===== src/sv/lz78pc_ram.sv =====
module lz78pc_ram #(
  parameter int WIDTH = 8,
  parameter int DEPTH = 16
) (
  input  logic                     clk,
  input  logic                     we,
  input  logic [$clog2(DEPTH)-1:0] waddr,
  input  logic [WIDTH-1:0]         wdata,
  input  logic                     re,
  input  logic [$clog2(DEPTH)-1:0] raddr,
  output logic [WIDTH-1:0]         rdata
);

  logic [WIDTH-1:0] mem [DEPTH];

  always_ff @(posedge clk) begin
    if (we) begin
      mem[waddr] <= wdata;
    end
    if (re) begin
      rdata <= mem[raddr];
    end
  end

endmodule


===== config.mk =====
export PLATFORM = sky130hd
export DESIGN_NAME = lz78pc_ram
export DESIGN_NICKNAME = d
export VERILOG_FILES = /design/src/sv/lz78pc_ram.sv
export SDC_FILE = /design/constraint.sdc
export NUM_CORES = 1
export LEC_CHECK = 0
export BUFFER_PORTS_ARGS = -buffer_cell sky130_fd_sc_hd__buf_2
export CAP_MARGIN = 15
export CORE_ASPECT_RATIO = 0.75
export CORE_UTILIZATION = 60
export CTS_BUF_LIST = sky130_fd_sc_hd__clkbuf_8
export DETAILED_ROUTE_END_ITERATION = 8
export PLACE_DENSITY = 0.8
export SLEW_MARGIN = 10
export SYNTH_ARGS = -nofsm -noshare
export SYNTH_HDL_FRONTEND = slang
export SYNTH_SLANG_ARGS = --single-unit

===== constraint.sdc =====
create_clock -name clk -period 2.2 [get_ports clk]
set_clock_uncertainty 0.1 [all_clocks]
set_input_delay 0.22 -clock clk [delete_from_list [all_inputs] [get_ports clk]]
set_output_delay 0.22 -clock clk [all_outputs]
set_load 0.01 [all_outputs]

==> flow_summary.toml <==
[logic_synthesis]
synthTopCellsByArea = "edfxtp_1 78%, mux4_2 7.8%, mux4_1 7.0%"
synth.top_cell.area_share_pct = 78.12
synth_warnings = 0
seq_area_frac_synth_pct = 78.12
synth-edff-count = 136
ys_types = 18
netlist_instances = 229
synthArstFlopShare_pct = 0
synth_area_um2 = 5228
synth_top_flop_cell = "edfxtp_1"
syn_avg_cell_area_um2 = 22.83
synth.ff_latch_count = 136
synth_top_cell_by_area = "edfxtp_1"
synth_nets = 248

[sta]
fin_crit_sh_pct = 73.74
relSlewSlack_pct = 51.65
hold_viol = 0
max_freq_mhz = 616.4
post-route-min-period_ns = 1.622
finalSetupViolations = 0
hold_ws_ns = 0.06781
fin_ws_ns = 0.5778
drv_slew = 0
worst_slew_pin_slew_ns = 0.7237
tns_ns = 0
rsz0062_at_grt = "no"

[status]
status = "complete, no violations"

[global_route]
grt_max_degree = 32
grt_pass1_wl_mm = 14.49
grtUsageTotal_pct = 23.56
grt_overflow = 0
grt_pass1_vias = 2534
antenna_found_initial = 0

[setup_path]
start_kind = "flop"
cp-end-kind = "flop"
worstPathCellList = "mux4_1 -> a22oi_1 -> nand2_1"
r2r-end = "rdata[3]"
r2r_setup_slack_ns = 0.58
arrival_ns = 1.69
critPathRequiredTime_ns = 2.26
critPathMaxStageDelay_ns = 0.51
path_max_fanout = 1
crit_slowest_cell = "mux4_1"
cp-startpoint = "mem[1][3]"
crit_type = "reg2reg"
worst_r2r_path_depth = 3
r2r_start = "mem[1][3]"
setup.worst_path.end = "rdata[3]"

[place]
place_area_um2 = 5574
hpwl_mm = 6.036
io_buffers = 26
dp.cells = 372
gp_congestion = 0.7466
dp_slack_ns = 0.2047

[route]
drtIter0Drc = 293
via_count = 2526
wirelength_mm = 9.488
drc = 0
final_antenna_net_count = 0
wl_per_cell_um = 23.49
vias_per_cell = 6.252
drt_pre_antenna_iters = 4

[power]
power.density_nw_per_um2 = 848.1
p_total_mw = 5.036
p_leak_nw = 2.001
vdd_drop_max_uv = 486.1

[min_path]
min_path_type = "in2reg"

[clocking]
cts.sinks = 136
numCtsBuffers = 17
clk_pin_slew_ns = 0.08
clockBufferDepth = 2
post-cts-setup-buffer-count = 0
cts_max_level = 4
root_buffer = "clkbuf_8"
clk_latency_ns = 0.42
holdBufCountCts = 0
cts_resized = 0
cts_tree = "built"

[finish]
insertedDiodeCount = 0
syn2layout_area_growth_pct = 13.60
register_area_um2 = 4084
post-route-util_pct = 70.24
drive_above_1_share_pct = 31.76
final_cells = 404
final_cell_area_um2 = 5938
multi_input_area_um2 = 1057
fill_cells = 497
nets = 302

[floorplanning]
die_h_um = 82.84
start_util_pct = 61.83
pin_count = 27
die_w_um = 109.8
core_um2 = 8454
rows = 29
die_area_um2 = 9094

[run]
cap_violations = 0
==> routing by layer <==
metal / GRT usage [%] / share of wire, % / wire (µm) / vias up
met1: 37.57 / 46 / 4325 / 1309
met5: 0 / 0 / 0 / -
met4: 6.545 / 1.3 / 123 / 0
met3: 6.436 / 6.5 / 620 / 15
met2: 32.78 / 47 / 4420 / 111
li1: - / - / - / 1091
==> cell type report <==
type	instances	area share, %
clock buffer	17	3.940
sequential	136	68.77
multi-input combinational	83	17.80
timing repair buffer	45	5.015
clock inverter	15	2.191
tap	108	2.276
==> state kept, by name, indices dropped and copies added (netlist names) <==
signal  flops
mem       128
rdata       8
==> where the power goes <==
part / switching (mW) / internal [mW]
Combinational: 0.153 / 0.114
Clock: 0.942 / 0.896
Sequential: 0.0165 / 2.92
Total: 1.11 / 3.93
==> critical path: cells and delay by family, from the launching register on <==
family | cells | cell delay, ns
mux | 1 | 0.51
flops | 1 | 0.38
compound gates | 1 | 0.27
simple gates | 1 | 0.12
==> cell families after synthesis <==
family,count (synthesis),synth area share (%)
DFF,136,78.12
and+or+nand+nor,35,3.136
buffers and inverters,10,1.651
muxes,32,14.79
AOI/OAI and AO/OA,16,2.298
==> cells in the mapped netlist (2+ instances only) <==
cell type          n
edfxtp_1         136
mux4_2            18
a22oi_1           16
mux4_1            14
nor2_1            13
nand2_1            9
nor3_1             4
buf_2              3
buf_6              3
clkdlybuf4s25_2    3
nand2b_1           2
nand3b_1           2
==> placed cells by master, fill, tap and decap left out, types with 9 or more instances in the layout <==
cell type    n
mux4_1      14
clkbuf_8    17
mux4_2      18
nor2_1      13
edfxtp_1   136
buf_2       26
nand2_1      9
a22oi_1     16
buf_4       17
==> worst min-delay path by stage <==
stage,startpoint,endpoint,slack [ns],depth (start not counted)
after detailed placement,re,rdata[7],0.50,1
after global routing,re,rdata[7],0.05,1
after floorplan,wdata[0],mem[0][0],0.22,0
after global placement,re,rdata[7],0.49,1
after CTS,re,rdata[7],0.05,1
final,re,rdata[7],0.07,1
Power figures use the tool's default switching activity.
